[src/rtl/c_sts_pkg.sv]
`timescale 1ns / 1ps
// ----------------------------------------------------------------------------
// C subset token scanner package
// Shared types, token kind codes and character class helpers.
// ----------------------------------------------------------------------------
package c_sts_pkg;

    localparam int DEF_POSITION_BITS   = 16;
    localparam int DEF_MAX_FRAC_DIGITS = 9;

    localparam int TOKEN_POS_BITS = 16;
    localparam int INT_BITS       = 32;
    localparam int FRAC_BITS      = 30;
    localparam int FCOUNT_BITS    = 4;
    localparam int WORD_BITS      = 48;
    localparam int WLEN_BITS      = 3;

    // Result queue depth; must be a power of two and at least two.
    localparam int QUEUE_DEPTH = 4;

    // Token kinds.
    localparam logic [4:0] KIND_KW_INT    = 5'd0;
    localparam logic [4:0] KIND_KW_CHAR   = 5'd1;
    localparam logic [4:0] KIND_KW_FLOAT  = 5'd2;
    localparam logic [4:0] KIND_KW_RETURN = 5'd3;
    localparam logic [4:0] KIND_KW_IF     = 5'd4;
    localparam logic [4:0] KIND_KW_ELSE   = 5'd5;
    localparam logic [4:0] KIND_KW_FOR    = 5'd6;
    localparam logic [4:0] KIND_KW_WHILE  = 5'd7;
    localparam logic [4:0] KIND_IDENT     = 5'd8;
    localparam logic [4:0] KIND_INTNUM    = 5'd9;
    localparam logic [4:0] KIND_FLOATNUM  = 5'd10;
    localparam logic [4:0] KIND_ASSIGN    = 5'd11;
    localparam logic [4:0] KIND_LESS      = 5'd12;
    localparam logic [4:0] KIND_GREATER   = 5'd13;
    localparam logic [4:0] KIND_PLUS      = 5'd14;
    localparam logic [4:0] KIND_MINUS     = 5'd15;
    localparam logic [4:0] KIND_STAR      = 5'd16;
    localparam logic [4:0] KIND_SLASH     = 5'd17;
    localparam logic [4:0] KIND_LPAREN    = 5'd18;
    localparam logic [4:0] KIND_RPAREN    = 5'd19;
    localparam logic [4:0] KIND_LBRACE    = 5'd20;
    localparam logic [4:0] KIND_RBRACE    = 5'd21;
    localparam logic [4:0] KIND_SEMI      = 5'd22;
    localparam logic [4:0] KIND_COMMA     = 5'd23;
    localparam logic [4:0] KIND_EOF       = 5'd24;
    localparam logic [4:0] KIND_ERROR     = 5'd25;

    // Characters with a role of their own in the scanner.
    localparam logic [7:0] CH_UNDERSCORE = "_";
    localparam logic [7:0] CH_SLASH      = "/";
    localparam logic [7:0] CH_NEWLINE    = 8'h0A;
    localparam logic [7:0] CH_POINT      = ".";

    // Keyword spellings, right aligned in the word buffer.
    localparam logic [WORD_BITS-1:0] KW_INT    = {24'h0, "int"};
    localparam logic [WORD_BITS-1:0] KW_CHAR   = {16'h0, "char"};
    localparam logic [WORD_BITS-1:0] KW_FLOAT  = {8'h0, "float"};
    localparam logic [WORD_BITS-1:0] KW_RETURN = "return";
    localparam logic [WORD_BITS-1:0] KW_IF     = {32'h0, "if"};
    localparam logic [WORD_BITS-1:0] KW_ELSE   = {16'h0, "else"};
    localparam logic [WORD_BITS-1:0] KW_FOR    = {24'h0, "for"};
    localparam logic [WORD_BITS-1:0] KW_WHILE  = {8'h0, "while"};

    typedef struct packed {
        logic [7:0] char_byte;
        logic       end_of_source;
    } t_char_item;

    typedef struct packed {
        logic [4:0]                token_kind;
        logic [INT_BITS-1:0]       int_value;
        logic [FRAC_BITS-1:0]      frac_digits;
        logic [FCOUNT_BITS-1:0]    frac_count;
        logic                      overflow;
        logic [TOKEN_POS_BITS-1:0] token_line;
        logic [TOKEN_POS_BITS-1:0] token_column;
        logic                      last_of_run;
    } t_token;

    // Up to two tokens pushed into the result queue together, in order.
    typedef struct packed {
        logic   first_valid;
        logic   second_valid;
        t_token first;
        t_token second;
    } t_push;

    typedef struct packed {
        logic                             room_for_two;
        logic [$clog2(QUEUE_DEPTH+1)-1:0] count;
    } t_queue_status;

    function automatic logic is_space(input logic [7:0] c);
        return (c == " ") || (c == 8'h09) || (c == CH_NEWLINE) || (c == 8'h0B) ||
               (c == 8'h0C) || (c == 8'h0D);
    endfunction

    function automatic logic is_digit(input logic [7:0] c);
        return (c >= "0") && (c <= "9");
    endfunction

    function automatic logic is_word(input logic [7:0] c);
        return ((c >= "a") && (c <= "z")) || ((c >= "A") && (c <= "Z")) ||
               (c == CH_UNDERSCORE);
    endfunction

    function automatic logic [4:0] symbol_kind(input logic [7:0] c);
        logic [4:0] kind;
        kind = KIND_ERROR;
        case (c)
            "=":     kind = KIND_ASSIGN;
            "<":     kind = KIND_LESS;
            ">":     kind = KIND_GREATER;
            "+":     kind = KIND_PLUS;
            "-":     kind = KIND_MINUS;
            "*":     kind = KIND_STAR;
            "/":     kind = KIND_SLASH;
            "(":     kind = KIND_LPAREN;
            ")":     kind = KIND_RPAREN;
            "{":     kind = KIND_LBRACE;
            "}":     kind = KIND_RBRACE;
            ";":     kind = KIND_SEMI;
            ",":     kind = KIND_COMMA;
            default: kind = KIND_ERROR;
        endcase
        return kind;
    endfunction

    // Whole-word keyword match; a length of seven means longer than six.
    function automatic logic [4:0] word_kind(input logic [WORD_BITS-1:0] buf_w,
                                             input logic [WLEN_BITS-1:0] len);
        logic [4:0] kind;
        kind = KIND_IDENT;
        if (len == 3'd3 && buf_w == KW_INT)         kind = KIND_KW_INT;
        else if (len == 3'd4 && buf_w == KW_CHAR)   kind = KIND_KW_CHAR;
        else if (len == 3'd5 && buf_w == KW_FLOAT)  kind = KIND_KW_FLOAT;
        else if (len == 3'd6 && buf_w == KW_RETURN) kind = KIND_KW_RETURN;
        else if (len == 3'd2 && buf_w == KW_IF)     kind = KIND_KW_IF;
        else if (len == 3'd4 && buf_w == KW_ELSE)   kind = KIND_KW_ELSE;
        else if (len == 3'd3 && buf_w == KW_FOR)    kind = KIND_KW_FOR;
        else if (len == 3'd5 && buf_w == KW_WHILE)  kind = KIND_KW_WHILE;
        return kind;
    endfunction

    function automatic t_token make_token(input logic [4:0]                kind,
                                          input logic [INT_BITS-1:0]       iv,
                                          input logic [FRAC_BITS-1:0]      fd,
                                          input logic [FCOUNT_BITS-1:0]    fc,
                                          input logic                      ov,
                                          input logic [TOKEN_POS_BITS-1:0] line,
                                          input logic [TOKEN_POS_BITS-1:0] col);
        t_token t;
        t.token_kind   = kind;
        t.int_value    = iv;
        t.frac_digits  = fd;
        t.frac_count   = fc;
        t.overflow     = ov;
        t.token_line   = line;
        t.token_column = col;
        t.last_of_run  = 1'b0;
        return t;
    endfunction

endpackage

[src/rtl/c_sts_scan.sv]
`timescale 1ns / 1ps
// ----------------------------------------------------------------------------
// C subset token scanner: scan state and per-character step
// Holds the scan mode, number and word accumulators and source position, and
// turns one character into up to two tokens combinationally.
// ----------------------------------------------------------------------------
module c_sts_scan #(
    parameter int POSITION_BITS   = c_sts_pkg::DEF_POSITION_BITS,
    parameter int MAX_FRAC_DIGITS = c_sts_pkg::DEF_MAX_FRAC_DIGITS
) (
    input  logic                  i_clk,
    input  logic                  i_rst_n,
    input  logic                  i_step,
    input  c_sts_pkg::t_char_item i_item,
    output c_sts_pkg::t_push      o_push
);

    localparam int IB = c_sts_pkg::INT_BITS;
    localparam int FB = c_sts_pkg::FRAC_BITS;
    localparam int CB = c_sts_pkg::FCOUNT_BITS;
    localparam int WB = c_sts_pkg::WORD_BITS;
    localparam int LB = c_sts_pkg::WLEN_BITS;
    localparam int TP = c_sts_pkg::TOKEN_POS_BITS;
    localparam logic [CB-1:0] FRAC_LIMIT = CB'(MAX_FRAC_DIGITS);

    typedef enum logic [5:0] {
        MODE_IDLE    = 6'b000001,
        MODE_WORD    = 6'b000010,
        MODE_INT     = 6'b000100,
        MODE_FRAC    = 6'b001000,
        MODE_SLASH   = 6'b010000,
        MODE_COMMENT = 6'b100000
    } t_mode;

    t_mode                    r_mode, n_mode;
    logic [IB-1:0]            r_int, n_int;
    logic [FB-1:0]            r_frac, n_frac;
    logic [CB-1:0]            r_fcnt, n_fcnt;
    logic                     r_sat, n_sat;
    logic [WB-1:0]            r_wbuf, n_wbuf;
    logic [LB-1:0]            r_wlen, n_wlen;
    logic [POSITION_BITS-1:0] r_line, n_line;
    logic [POSITION_BITS-1:0] r_col, n_col;
    logic [POSITION_BITS-1:0] r_sline, n_sline;
    logic [POSITION_BITS-1:0] r_scol, n_scol;

    logic [7:0]         c;
    logic [3:0]         digit;
    logic [IB+3:0]      int_next;
    logic [FB-1:0]      frac_next;
    logic               do_flush;
    logic               consumed;
    logic               flush_valid;
    c_sts_pkg::t_token  flush_tok;
    logic               other_valid;
    c_sts_pkg::t_token  other_tok;

    function automatic logic [POSITION_BITS-1:0] pos_inc(input logic [POSITION_BITS-1:0] v);
        return (v == {POSITION_BITS{1'b1}}) ? v : v + 1'b1;
    endfunction

    assign c     = i_item.char_byte;
    assign digit = c[3:0];

    // Times ten as two shifts and an add, plus the new digit.
    assign int_next  = {1'b0, r_int, 3'b000} + {3'b000, r_int, 1'b0} + {{IB{1'b0}}, digit};
    assign frac_next = FB'({r_frac, 3'b000} + {2'b00, r_frac, 1'b0} +
                           {{(FB-1){1'b0}}, digit});

    // The pending token as it stands before this character.
    always_comb begin
        flush_valid = 1'b0;
        flush_tok   = c_sts_pkg::make_token(c_sts_pkg::KIND_SLASH, '0, '0, '0, 1'b0,
                                            TP'(r_sline), TP'(r_scol));
        unique case (r_mode)
            MODE_WORD: begin
                flush_valid = 1'b1;
                flush_tok.token_kind = c_sts_pkg::word_kind(r_wbuf, r_wlen);
            end
            MODE_INT: begin
                flush_valid = 1'b1;
                flush_tok.token_kind = c_sts_pkg::KIND_INTNUM;
                flush_tok.int_value  = r_int;
                flush_tok.overflow   = r_sat;
            end
            MODE_FRAC: begin
                flush_valid = 1'b1;
                flush_tok.token_kind  = c_sts_pkg::KIND_FLOATNUM;
                flush_tok.int_value   = r_int;
                flush_tok.frac_digits = r_frac;
                flush_tok.frac_count  = r_fcnt;
                flush_tok.overflow    = r_sat;
            end
            MODE_SLASH: begin
                flush_valid = 1'b1;
            end
            default: begin
                flush_valid = 1'b0;
            end
        endcase
    end

    always_comb begin
        n_mode   = r_mode;
        n_int    = r_int;
        n_frac   = r_frac;
        n_fcnt   = r_fcnt;
        n_sat    = r_sat;
        n_wbuf   = r_wbuf;
        n_wlen   = r_wlen;
        n_line   = r_line;
        n_col    = r_col;
        n_sline  = r_sline;
        n_scol   = r_scol;
        do_flush = 1'b0;
        consumed = 1'b0;
        other_valid = 1'b0;
        other_tok   = c_sts_pkg::make_token(c_sts_pkg::KIND_EOF, '0, '0, '0, 1'b0,
                                            TP'(r_line), TP'(pos_inc(r_col)));

        if (i_item.end_of_source) begin
            do_flush    = 1'b1;
            n_mode      = MODE_IDLE;
            other_valid = 1'b1;
        end else begin
            if (c == c_sts_pkg::CH_NEWLINE) begin
                n_line = pos_inc(r_line);
                n_col  = '0;
            end else begin
                n_col = pos_inc(r_col);
            end

            unique case (r_mode)
                MODE_COMMENT: begin
                    consumed = 1'b1;
                    if (c == c_sts_pkg::CH_NEWLINE) begin
                        n_mode = MODE_IDLE;
                    end
                end
                MODE_SLASH: begin
                    if (c == c_sts_pkg::CH_SLASH) begin
                        consumed = 1'b1;
                        n_mode   = MODE_COMMENT;
                    end
                end
                MODE_WORD: begin
                    if (c_sts_pkg::is_word(c)) begin
                        consumed = 1'b1;
                        if (r_wlen < 3'd6) begin
                            n_wbuf = {r_wbuf[WB-9:0], c};
                            n_wlen = r_wlen + 3'd1;
                        end else begin
                            n_wlen = 3'd7;
                        end
                    end
                end
                MODE_INT: begin
                    if (c_sts_pkg::is_digit(c)) begin
                        consumed = 1'b1;
                        if (int_next[IB+3:IB] != 4'b0000) begin
                            n_int = {IB{1'b1}};
                            n_sat = 1'b1;
                        end else begin
                            n_int = int_next[IB-1:0];
                        end
                    end else if (c == c_sts_pkg::CH_POINT) begin
                        consumed = 1'b1;
                        n_mode   = MODE_FRAC;
                    end
                end
                MODE_FRAC: begin
                    if (c_sts_pkg::is_digit(c)) begin
                        consumed = 1'b1;
                        if (r_fcnt < FRAC_LIMIT) begin
                            n_frac = frac_next;
                            n_fcnt = r_fcnt + 1'b1;
                        end
                    end
                end
                default: begin
                    consumed = 1'b0;
                end
            endcase

            if (!consumed) begin
                do_flush = 1'b1;
                n_mode   = MODE_IDLE;
                if (c_sts_pkg::is_space(c)) begin
                    n_mode = MODE_IDLE;
                end else if (c_sts_pkg::is_word(c)) begin
                    n_mode  = MODE_WORD;
                    n_wbuf  = {{(WB-8){1'b0}}, c};
                    n_wlen  = 3'd1;
                    n_sline = n_line;
                    n_scol  = n_col;
                end else if (c_sts_pkg::is_digit(c)) begin
                    n_mode  = MODE_INT;
                    n_int   = {{(IB-4){1'b0}}, digit};
                    n_frac  = '0;
                    n_fcnt  = '0;
                    n_sat   = 1'b0;
                    n_sline = n_line;
                    n_scol  = n_col;
                end else if (c == c_sts_pkg::CH_SLASH) begin
                    n_mode  = MODE_SLASH;
                    n_sline = n_line;
                    n_scol  = n_col;
                end else begin
                    other_valid = 1'b1;
                    other_tok   = c_sts_pkg::make_token(c_sts_pkg::symbol_kind(c), '0, '0,
                                                        '0, 1'b0, TP'(n_line), TP'(n_col));
                end
            end
        end
    end

    // Pack the results in order; the last one of the item carries the flag.
    always_comb begin
        logic fv;
        fv = do_flush && flush_valid;
        o_push = '0;
        if (i_step) begin
            if (fv) begin
                o_push.first_valid  = 1'b1;
                o_push.first        = flush_tok;
                o_push.second_valid = other_valid;
                o_push.second       = other_tok;
                o_push.first.last_of_run  = !other_valid;
                o_push.second.last_of_run = 1'b1;
            end else begin
                o_push.first_valid = other_valid;
                o_push.first       = other_tok;
                o_push.first.last_of_run = 1'b1;
            end
        end
    end

    always_ff @(posedge i_clk) begin
        if (!i_rst_n) begin
            r_mode  <= MODE_IDLE;
            r_int   <= '0;
            r_frac  <= '0;
            r_fcnt  <= '0;
            r_sat   <= 1'b0;
            r_wbuf  <= '0;
            r_wlen  <= '0;
            r_line  <= POSITION_BITS'(1);
            r_col   <= '0;
            r_sline <= POSITION_BITS'(1);
            r_scol  <= '0;
        end else if (i_step) begin
            r_mode  <= n_mode;
            r_int   <= n_int;
            r_frac  <= n_frac;
            r_fcnt  <= n_fcnt;
            r_sat   <= n_sat;
            r_wbuf  <= n_wbuf;
            r_wlen  <= n_wlen;
            r_line  <= n_line;
            r_col   <= n_col;
            r_sline <= n_sline;
            r_scol  <= n_scol;
        end
    end

endmodule

[src/rtl/c_sts_queue.sv]
`timescale 1ns / 1ps
// ----------------------------------------------------------------------------
// C subset token scanner: result queue
// Small queue that takes up to two tokens per cycle and hands out one.
// ----------------------------------------------------------------------------
module c_sts_queue (
    input  logic                     i_clk,
    input  logic                     i_rst_n,
    input  c_sts_pkg::t_push         i_push,
    input  logic                     i_pop,
    output logic                     o_valid,
    output c_sts_pkg::t_token        o_token,
    output c_sts_pkg::t_queue_status o_status
);

    localparam int DEPTH = c_sts_pkg::QUEUE_DEPTH;
    localparam int PW    = $clog2(DEPTH);
    localparam int CW    = $clog2(DEPTH + 1);

    c_sts_pkg::t_token r_mem [DEPTH];
    logic [PW-1:0]     r_head;
    logic [PW-1:0]     r_tail;
    logic [CW-1:0]     r_count;
    logic [1:0]        push_n;
    logic              pop;

    assign push_n = {1'b0, i_push.first_valid} + {1'b0, i_push.second_valid};
    assign pop    = i_pop && (r_count != '0);

    assign o_valid               = (r_count != '0);
    assign o_token               = r_mem[r_head];
    assign o_status.count        = r_count;
    assign o_status.room_for_two = (r_count <= CW'(DEPTH - 2));

    always_ff @(posedge i_clk) begin
        if (!i_rst_n) begin
            r_head  <= '0;
            r_tail  <= '0;
            r_count <= '0;
        end else begin
            r_head  <= r_head + PW'(pop);
            r_tail  <= r_tail + PW'(push_n);
            r_count <= r_count + CW'(push_n) - CW'(pop);
        end
    end

    always_ff @(posedge i_clk) begin
        if (i_push.first_valid) begin
            r_mem[r_tail] <= i_push.first;
        end
        if (i_push.second_valid) begin
            r_mem[PW'(r_tail + 1'b1)] <= i_push.second;
        end
    end

endmodule

[src/rtl/c_subset_token_scanner_top.sv]
`timescale 1ns / 1ps
// ----------------------------------------------------------------------------
// C subset token scanner
// Streaming lexer: one source character in, up to two tokens out.
// ----------------------------------------------------------------------------
// One character (or the end marker) is accepted per clock cycle. It is
// registered, scanned from the input register once the queue has room and
// its tokens, at most two, go into a four-entry result queue. The input
// stalls while the registered character waits for the queue to hold two free
// entries; since a character causes two tokens only when it ends a pending
// token and is itself a symbol or the end marker, the rate stays at one
// character per cycle whenever the output side takes one token per cycle.
// No clearing pass follows reset.
module c_subset_token_scanner_top #(
    parameter int POSITION_BITS   = c_sts_pkg::DEF_POSITION_BITS,
    parameter int MAX_FRAC_DIGITS = c_sts_pkg::DEF_MAX_FRAC_DIGITS
) (
    input  logic                  i_clk,
    input  logic                  i_rst_n,
    input  logic                  i_valid,
    output logic                  o_stall,
    input  c_sts_pkg::t_char_item i_item,
    output logic                  o_valid,
    input  logic                  i_stall,
    output c_sts_pkg::t_token     o_token
);

    logic                     r_in_valid;
    c_sts_pkg::t_char_item    r_in;
    logic                     step;
    c_sts_pkg::t_push         push;
    c_sts_pkg::t_queue_status q_status;

    assign step    = r_in_valid && q_status.room_for_two;
    assign o_stall = r_in_valid && !q_status.room_for_two;

    always_ff @(posedge i_clk) begin
        if (!i_rst_n) begin
            r_in_valid <= 1'b0;
        end else if (!o_stall) begin
            r_in_valid <= i_valid;
        end
    end

    always_ff @(posedge i_clk) begin
        if (!o_stall && i_valid) begin
            r_in <= i_item;
        end
    end

    c_sts_scan #(
        .POSITION_BITS  (POSITION_BITS),
        .MAX_FRAC_DIGITS(MAX_FRAC_DIGITS)
    ) u_scan (
        .i_clk  (i_clk),
        .i_rst_n(i_rst_n),
        .i_step (step),
        .i_item (r_in),
        .o_push (push)
    );

    c_sts_queue u_queue (
        .i_clk   (i_clk),
        .i_rst_n (i_rst_n),
        .i_push  (push),
        .i_pop   (!i_stall),
        .o_valid (o_valid),
        .o_token (o_token),
        .o_status(q_status)
    );

    // The queue never holds more tokens than it has entries.
    a_queue_bound: assert property (@(posedge i_clk) disable iff (!i_rst_n)
        q_status.count <= ($clog2(c_sts_pkg::QUEUE_DEPTH + 1))'(c_sts_pkg::QUEUE_DEPTH))
        else $error("result queue overfilled");

    // A character held back by a queue without room for two tokens stays in the input register.
    a_hold_input: assert property (@(posedge i_clk) disable iff (!i_rst_n)
        o_stall |=> r_in_valid && $stable(r_in))
        else $error("held character lost");

    // An end marker always closes its run of tokens.
    a_eof_last: assert property (@(posedge i_clk) disable iff (!i_rst_n)
        o_valid && (o_token.token_kind == c_sts_pkg::KIND_EOF) |-> o_token.last_of_run)
        else $error("EOF token not last of run");

    // Nothing is pushed unless the queue had room for a full pair.
    a_push_room: assert property (@(posedge i_clk) disable iff (!i_rst_n)
        push.first_valid |-> q_status.room_for_two)
        else $error("push without room");

endmodule

[config.mk]
export PLATFORM = sky130hd
export DESIGN_NAME = c_subset_token_scanner_top
export DESIGN_NICKNAME = d
export VERILOG_FILES = /design/src/rtl/c_sts_pkg.sv /design/src/rtl/c_sts_scan.sv /design/src/rtl/c_sts_queue.sv /design/src/rtl/c_subset_token_scanner_top.sv
export SDC_FILE = /design/constraint.sdc
export NUM_CORES = 1
export LEC_CHECK = 0
export ABC_CLOCK_PERIOD_IN_PS = 12290
export BUFFER_PORTS_ARGS = -buffer_cell sky130_fd_sc_hd__buf_2
export CAP_MARGIN = 10
export CORE_MARGIN = 2
export CORE_UTILIZATION = 45
export CTS_CLUSTER_SIZE = 12
export DETAILED_ROUTE_END_ITERATION = 10
export GPL_ROUTABILITY_DRIVEN = 0
export PLACE_DENSITY = 0.61
export SYNTH_ARGS = -nofsm -noshare
export SYNTH_HDL_FRONTEND = slang
export SYNTH_HIERARCHICAL = 1
export SYNTH_SLANG_ARGS = --single-unit
[constraint.sdc]
create_clock -name i_clk -period 12.29 [get_ports i_clk]
set_clock_uncertainty 0.05 [all_clocks]
set_input_delay 2.458 -clock i_clk [delete_from_list [all_inputs] [get_ports i_clk]]
set_output_delay 2.458 -clock i_clk [all_outputs]
set_load 0.02 [all_outputs]
==> qor.yml, run 1 <==
vias_per_cell: 5.75
syn2layout_area_growth_pct: 9.34
synth_flop_cell: "edfxtp_1"
hold_buffers: 0
wl_per_cell_microns: 21.2
die_h_microns: 284
critPathBufInv: 2
numCtsBuffers: 68
reg2reg_slack_ns: 6.34
worstMarginPinSlew_ns: 1.09
post-cts-setup-buffers: 0
wirelength_microns: 85900
drt_first_pass_iters: 6
regArea_sq_um: 16800
crit_chain: "o21ai_0 > nand2_1 > o32a_4 > and4_1 > a21oi_1 > nor3_1 > nand3_4 > o21ai_4 > buf_4 > buf_4"
p_sw_frac: 0.274
drv_slew: 0
worstSkewPairLatency_ns: 0.60
cp.required_ns: 12.46
via_count: 23300
nets: 3112
p_int_mw: 3.84
arrival_ns: 6.12
yosysTopAreaCell: "edfxtp_1"
cts-root-buf: "clkbuf_16"
power_frac_clock: 0.370
cpPeakStageDelay_ns: 0.86
rsz0062_at_grt: "no"
yosys_warnings: 6
power.total_mw: 5.29
grt_antenna_before_repair: 1
synth_top_area_frac: 0.365
ant_nets: 0
p_leak_nw: 14.7
avgSynthCellArea_sq_um: 12.1
period_share: 0.484
path_max_fanout: 54
p_sw_mw: 1.45
hpwl_microns: 53400
fp.dieW_microns: 284
clkTransAtPathRegs_ns: 0.06
clockBufferDepth: 3
grt_pass1_vias: 23800
cp-start-kind: "register"
portBuffers: 119
drc: 0
maxCapViolCount: 0
first_iter_violations: 1590
clock.fmax_mhz: 168
cts_tree: "built"
grt_pass1_wl_microns: 136000
pin_count: 120
hold_viol: 0
cp_slowest_cell: "edfxtp_1"
hold_path_class: "reg -> reg"
synth_edf_count: 429
initial_core_util: 0.455
seqPwrFrac: 0.454
dieArea_sq_um: 80600
cts_num_sinks: 625
ys_ff_latch: 625
grt_usage: 0.211
critPathCaptureType: "register"
setup_viol: 0
yosysSeqAreaShare: 0.477
synthTopCellsByCount: "429 x edfxtp_1, 423 x mux2_2, 210 x nand2_1"
fillers: 6836
async_reset_ff_frac: 0
yosysMostFrequentCell: "edfxtp_1"
ir_drop_mv: 0.0833
cpMostUsedCell: "buf_4"
hold_slack_ns: 0.415
coreArea_sq_um: 77500
rows: 102
globalRouteOverflowTotal: 0
synth_cell_types: 88
cts_resized: 0
setup_tns_ns: 0
path_class: "reg -> reg"
drive_gt1_frac: 0.272
netlist_area_sq_um: 35200
outcome: "finished clean"
finalCriticalPeriod_ns: 5.95
p_per_area_nw_per_um2: 137
crit_family: "simple AND/OR/NAND/NOR gates"
synth_cells: 2909
synth.area.top_cells: "edfxtp_1 37%, mux2_2 14%, dfxtp_1 11%"
timing.slew.headroom: 0.271
h-tree-depth: 3
p_comb_frac: 0.175
grt_max_degree: 104
multi_input_area_sq_um: 17300
## power by group through the flow
| stage | registers, mW | clock network [mW] | logic, mW |
|---|---|---|---|
| 3_5_place_dp | 2.45 | 0 | 0.945 |
| 3_3_place_gp | 2.45 | 0 | 0.942 |
| 4_1_cts | 2.41 | 2.01 | 0.947 |
| 5_1_grt | 2.42 | 2.09 | 0.989 |
| 6_report | 2.40 | 1.96 | 0.927 |
| 2_1_floorplan | 2.40 | 0 | 0.706 |
## layout make-up
| cell class | count | area share |
|---|---|---|
| timing repair buffer | 151 | 0.0218 |
| sequential | 625 | 0.436 |
| inverter | 36 | 0.00351 |
| antenna | 1 | 0.0000649 |
| clock inverter | 15 | 0.00205 |
| tap | 1040 | 0.0338 |
| clock buffer | 106 | 0.0529 |
| multi-input combinational | 2080 | 0.450 |
## flip-flops by register name (all words and copies together), names as in the netlist, named ones only
signal / count
u_scan/r_frac: 30
u_scan/r_line: 16
u_scan/r_wlen: 3
u_scan/r_col: 16
u_queue/r_count: 3
u_scan/r_int: 28
u_scan/r_fcnt: 4
r_in: 9
u_scan/r_scol: 16
u_scan/r_mode: 6
u_scan/r_wbuf: 40
u_scan/r_sline: 16
u_queue/r_mem: 420
r_in_valid: 1
u_scan/r_sat: 1
u_queue/r_head: 2
u_queue/r_tail: 2
## path summary, 6_finish.rpt
kind | start | end | cells past startpoint
worst min-delay path | u_scan/r_scol[0]$_SDFFE_PN0P_ | u_scan/r_scol[0]$_SDFFE_PN0P_ | 2
worst max-delay path | r_in[3]$_DFFE_PP_ | u_queue/r_mem[0][12]$_DFFE_PP_ | 10
worst min register to register | u_scan/r_scol[0]$_SDFFE_PN0P_ | u_scan/r_scol[0]$_SDFFE_PN0P_ | 2
worst max register to register | r_in[3]$_DFFE_PP_ | u_queue/r_mem[0][12]$_DFFE_PP_ | 10
## cells in the final DEF (no fill, tap or decap), types with 37 or more instances in the layout
cell type / instances
dfxtp_1: 194
xor2_1: 39
mux4_2: 105
nor2_1: 127
clkbuf_16: 71
and2_1: 114
nand2_1: 210
buf_2: 118
mux2_2: 423
a21oi_1: 116
nor3_1: 37
nor2b_1: 92
o21ai_0: 81
edfxtp_1: 429
ha_1: 132
a22oi_1: 81
conb_1: 67
xnor2_1: 46
## worst reg2reg max path: stages (launching register included)
cell      delay (ns)
edfxtp_1        0.86
o21ai_0         0.22
nand2_1         0.26
o32a_4          0.26
and4_1          0.34
a21oi_1         0.16
nor3_1          0.65
nand3_4         0.86
o21ai_4         0.26
buf_4           0.73
buf_4           0.85
## per-stage QoR
step / setup slack, ns / std cells / area (sq um) / util
5_1_grt: 5.88 / 4053 / 38500 / 0.497
2_1_floorplan: 2.07 / 2975 / 35500 / -
3_3_place_gp: 6.44 / 3932 / 36400 / 0.470
4_1_cts: 6.28 / 4053 / 38500 / 0.497
3_5_place_dp: 6.28 / 3932 / 36400 / 0.470
6_report: 6.34 / 4054 / 38500 / 0.498
## cell families (layout without fill, tap and decap cells)
kind of cell	count (synthesis)	in the layout	share of synthesized area
adders and majority gates	137	137	0.0497
DFF	625	625	0.477
and+or+nand+nor	783	783	0.118
muxes	539	539	0.205
buffers and inverters	270	308	0.0408
AOI/OAI and AO/OA	467	467	0.0870
other	1	68	0.000106
xor gates and xnor gates	87	87	0.0224
## per-layer routing
layer | vias to the layer above | routed length [microns] | GRT usage
li1 | 10900 | - | -
met1 | 11700 | 38400 | 0.283
met2 | 545 | 41800 | 0.355
met3 | 116 | 3780 | 0.0279
met4 | 0 | 1960 | 0.0653
met5 | - | 0 | 0
(Power assumes the default switching activity.)
==> run 2, diff against run 1 <==
--- a/config.mk
+++ b/config.mk
@@ -5,7 +5,8 @@
 export SDC_FILE = /design/constraint.sdc
 export NUM_CORES = 1
 export LEC_CHECK = 0
-export ABC_CLOCK_PERIOD_IN_PS = 12290
+export ABC_AREA = 1
+export ABC_CLOCK_PERIOD_IN_PS = 5800
 export BUFFER_PORTS_ARGS = -buffer_cell sky130_fd_sc_hd__buf_2
 export CAP_MARGIN = 10
 export CORE_MARGIN = 2
==> constraint.sdc (replaced) <==
create_clock -name i_clk -period 5.8 [get_ports i_clk]
set_clock_uncertainty 0.05 [all_clocks]
set_input_delay 1.16 -clock i_clk [delete_from_list [all_inputs] [get_ports i_clk]]
set_output_delay 1.16 -clock i_clk [all_outputs]
set_load 0.02 [all_outputs]
==> run 2 against run 1 <==
Net effect:
- synthesized area is 8.2% higher
- combinational power grew to 3.1 times the previous value
- setup slack worse by 5.0 ns
- sequential share of layout area is 3.1 points lower
- hold slack better by 0.0030 ns
- fmax is 33% higher
- critical path depth is 7 higher
- via count is 38% higher
- utilization is 0.28 points lower
- count of clock-buffer cells in the layout is 4 lower
- sequential power is 120% higher
==> qor.yml, run 2 <==
final_core_util: 0.495  # -0.00275
critPathCaptureType: "register"
critical_path_cell_count: 17  # +7
worstHoldStart: "u_scan/r_sline[10]$_SDFFE_PN0P_"
synth_edf_count: 429  # unchanged
grt_pass1_vias: 30200  # +27%
synth_cell_types: 56  # -36%
cts_tree: "built"
largest_reg_flops: 420  # unchanged
fp.dieW_microns: 295  # +4.0%
cpPeakStageDelay_ns: 0.71  # -0.15 ns
p_sw_frac: 0.331  # +0.0570
hpwl_microns: 66100  # +24%
pin_count: 120  # unchanged
mostFrequentLayoutCells: "1268 x nand2_1, 644 x inv_1, 584 x o21ai_0, 429 x edfxtp_1, 351 x nor2_1"
reg_top3: "u_queue/r_mem: 420 flops, u_scan/r_wbuf: 40 flops, u_scan/r_frac: 30 flops"
h-tree-depth: 3  # unchanged
grt_usage: 0.235  # +0.0236
final_common_cell: "nand2_1"
coreArea_sq_um: 83800  # +8.2%
drc: 0  # unchanged
p_leak_nw: 16.2  # +11%
synth.area.top_cells: "edfxtp_1 34%, nand2_1 12%, dfxtp_1 10%"
yosysTopAreaCell: "edfxtp_1"
nets: 5091  # +64%
ir_drop_mv: 0.205  # +150%
die_h_microns: 295  # +4.0%
synth_flop_cell: "edfxtp_1"
cts_resized: 0  # unchanged
cpMostUsedCell: "nand2_1"
yosys_warnings: 6  # unchanged
timing.slew.headroom: 0.188  # -0.0834
cp.required_ns: 5.99  # -6.47 ns
finalCriticalPeriod_ns: 4.47  # -1.47 ns
path_class: "reg -> reg"
r2r_end: "u_queue/r_mem[2][46]$_DFFE_PP_"
path_max_fanout: 50  # -7.4%
yosysMostFrequentCell: "nand2_1"
seqPwrFrac: 0.415  # -0.039
vias_per_cell: 5.23  # -9.0%
ys_ff_latch: 625  # unchanged
power.total_mw: 12.7  # +140%
hold_viol: 0  # unchanged
portBuffers: 119  # unchanged
critPathBufInv: 4  # +2
synth_top_area_frac: 0.338  # -0.0276
hold_path_class: "reg -> reg"
clockBufferDepth: 3  # unchanged
r2r_cells: 17  # +7
first_iter_violations: 2633  # +66%
p_sw_mw: 4.19  # +190%
wl_per_cell_microns: 16.6  # -21%
synthTopCellsByCount: "1268 x nand2_1, 644 x inv_1, 584 x o21ai_0"
ant_nets: 0  # unchanged
initial_core_util: 0.455  # about the same
yosysSeqAreaShare: 0.441  # -0.0361
cp-start-kind: "register"
syn2layout_area_growth_pct: 8.75
crit_chain: "nand2_1 > inv_2 > nand2_1 > nand3_2 > o21ai_1 > nand2_1 > nand2_2 > nand2_4 > nand3_4 > nand2_2 > o21ai_4 > nor2_8 > inv_4 > o21ai_1 > inv_1 > o31ai_4 > buf_4"
drt_first_pass_iters: 6  # unchanged
regMostFlops: "u_queue/r_mem"
synth_cells: 4968  # +71%
arrival_ns: 4.66  # -1.46 ns
outcome: "finished clean"
clkTransAtPathRegs_ns: 0.06  # about the same
reg2reg_from: "r_in[2]$_DFFE_PP_"
fillers: 8187  # +20%
reg2reg_slack_ns: 1.33  # -5.02 ns
p_comb_frac: 0.226  # +0.051
via_count: 32100  # +38%
dieArea_sq_um: 87100  # +8.1%
holdPathEnd: "u_scan/r_sline[10]$_SDFFE_PN0P_"
wirelength_microns: 102000  # +19%
globalRouteOverflowTotal: 0  # unchanged
cp_slowest_cell: "buf_4"
clock.fmax_mhz: 224  # +33%
power_frac_clock: 0.359  # -0.011
drv_slew: 0  # unchanged
worstSkewPairLatency_ns: 0.62  # +0.02 ns
maxCapViolCount: 0  # unchanged
async_reset_ff_frac: 0  # unchanged
cts-root-buf: "clkbuf_16"
post-cts-setup-buffers: 0  # unchanged
grt_pass1_wl_microns: 164000  # +21%
grt_max_degree: 211  # +100%
avgSynthCellArea_sq_um: 7.68  # -37%
netlist_area_sq_um: 38100  # +8.2%
period_share: 0.771  # +0.287
numCtsBuffers: 74  # +8.8%
grt_antenna_before_repair: 1  # unchanged
rows: 106  # +3.9%
setup_viol: 0  # unchanged
drive_gt1_frac: 0.0720  # -0.200
hold_path_depth: 2  # unchanged
rsz0062_at_grt: "no"
p_per_area_nw_per_um2: 305  # +120%
worstMarginPinSlew_ns: 1.21  # +0.116 ns
cts_num_sinks: 625  # unchanged
hold_buffers: 0  # unchanged
p_int_mw: 8.48  # +120%
crit_family: "buffers and inverters"
==> run 2: how the worst max path moves through the flow <==
stage                                 start                        endpoint
after CTS                 r_in[2]$_DFFE_PP_  u_queue/r_mem[2][53]$_DFFE_PP_
after global placement    r_in[2]$_DFFE_PP_  u_queue/r_mem[2][45]$_DFFE_PP_
after detailed placement  r_in[2]$_DFFE_PP_  u_queue/r_mem[2][51]$_DFFE_PP_
final                     r_in[2]$_DFFE_PP_  u_queue/r_mem[2][46]$_DFFE_PP_
after floorplan           r_in[2]$_DFFE_PP_   u_queue/r_mem[0][0]$_DFFE_PP_
after global routing      r_in[2]$_DFFE_PP_  u_queue/r_mem[2][46]$_DFFE_PP_
==> run 2: area by class of cell <==
| class | instances | area, sq um | share of cell area |
|---|---|---|---|
| multi-input cells | 3417 | 17300 | 0.418 |
| flip-flops and latches | 625 | 16800 | 0.405 |
| inverters | 662 | 2490 | 0.0600 |
| clock buffers | 102 | 2040 | 0.0492 |
| well taps | 1134 | 1420 | 0.0342 |
| repair buffers | 161 | 1050 | 0.0253 |
| clock inverters | 35 | 312 | 0.00751 |
| diodes | 1 | 2.50 | 0.0000603 |
==> run 2: power groups by stage <==
stage	clock (mW)	combinational, mW	sequential (mW)
global placement	0	2.89	5.34
detailed placement	0	2.90	5.35
CTS	4.64	2.91	5.25
finish	4.55	2.86	5.26
global route	4.81	3.15	5.29
floorplan	0	2.05	5.24
==> run 2: cell families after synthesis <==
kind of cell,after synthesis,synth area share
adder cells (fa/ha/maj),137,0.0459
other,1,0.0000983
XOR/XNOR,52,0.0119
buffers and inverters,992,0.113
AND/OR/NAND/NOR,1980,0.216
flip-flops,625,0.441
AO/OA/AOI/OAI,1181,0.172
==> run 2: metrics by stage <==
step / TNS (ns) / instance area [sq um] / std cells / worst slack (ns) / hold WS (ns)
finish: 0 / 41500 / 6137 / 1.33 / 0.418
CTS: 0 / 41500 / 6136 / 1.37 / 0.415
global route: 0 / 41500 / 6136 / 1.02 / 0.428
floorplan: -649.62 / 38400 / 5034 / -1.55 / 0.392
global placement: 0 / 39100 / 5999 / 1.47 / 0.404
detailed placement: 0 / 39100 / 5999 / 1.39 / 0.406
==> run 2: tightest hold or removal path, stage by stage, from the launching register on <==
cell	delay [ns]
dfxtp_1	0.31
nand2_1	0.06
a21oi_1	0.05
==> run 2: routing by layer <==
metal / track usage / part of all wire / vias up
met5: 0 / 0 / -
met4: 0.0546 / 0.021 / 0
met3: 0.0288 / 0.050 / 132
met2: 0.392 / 0.46 / 790
met1: 0.325 / 0.47 / 14900
li1: - / - / 16300
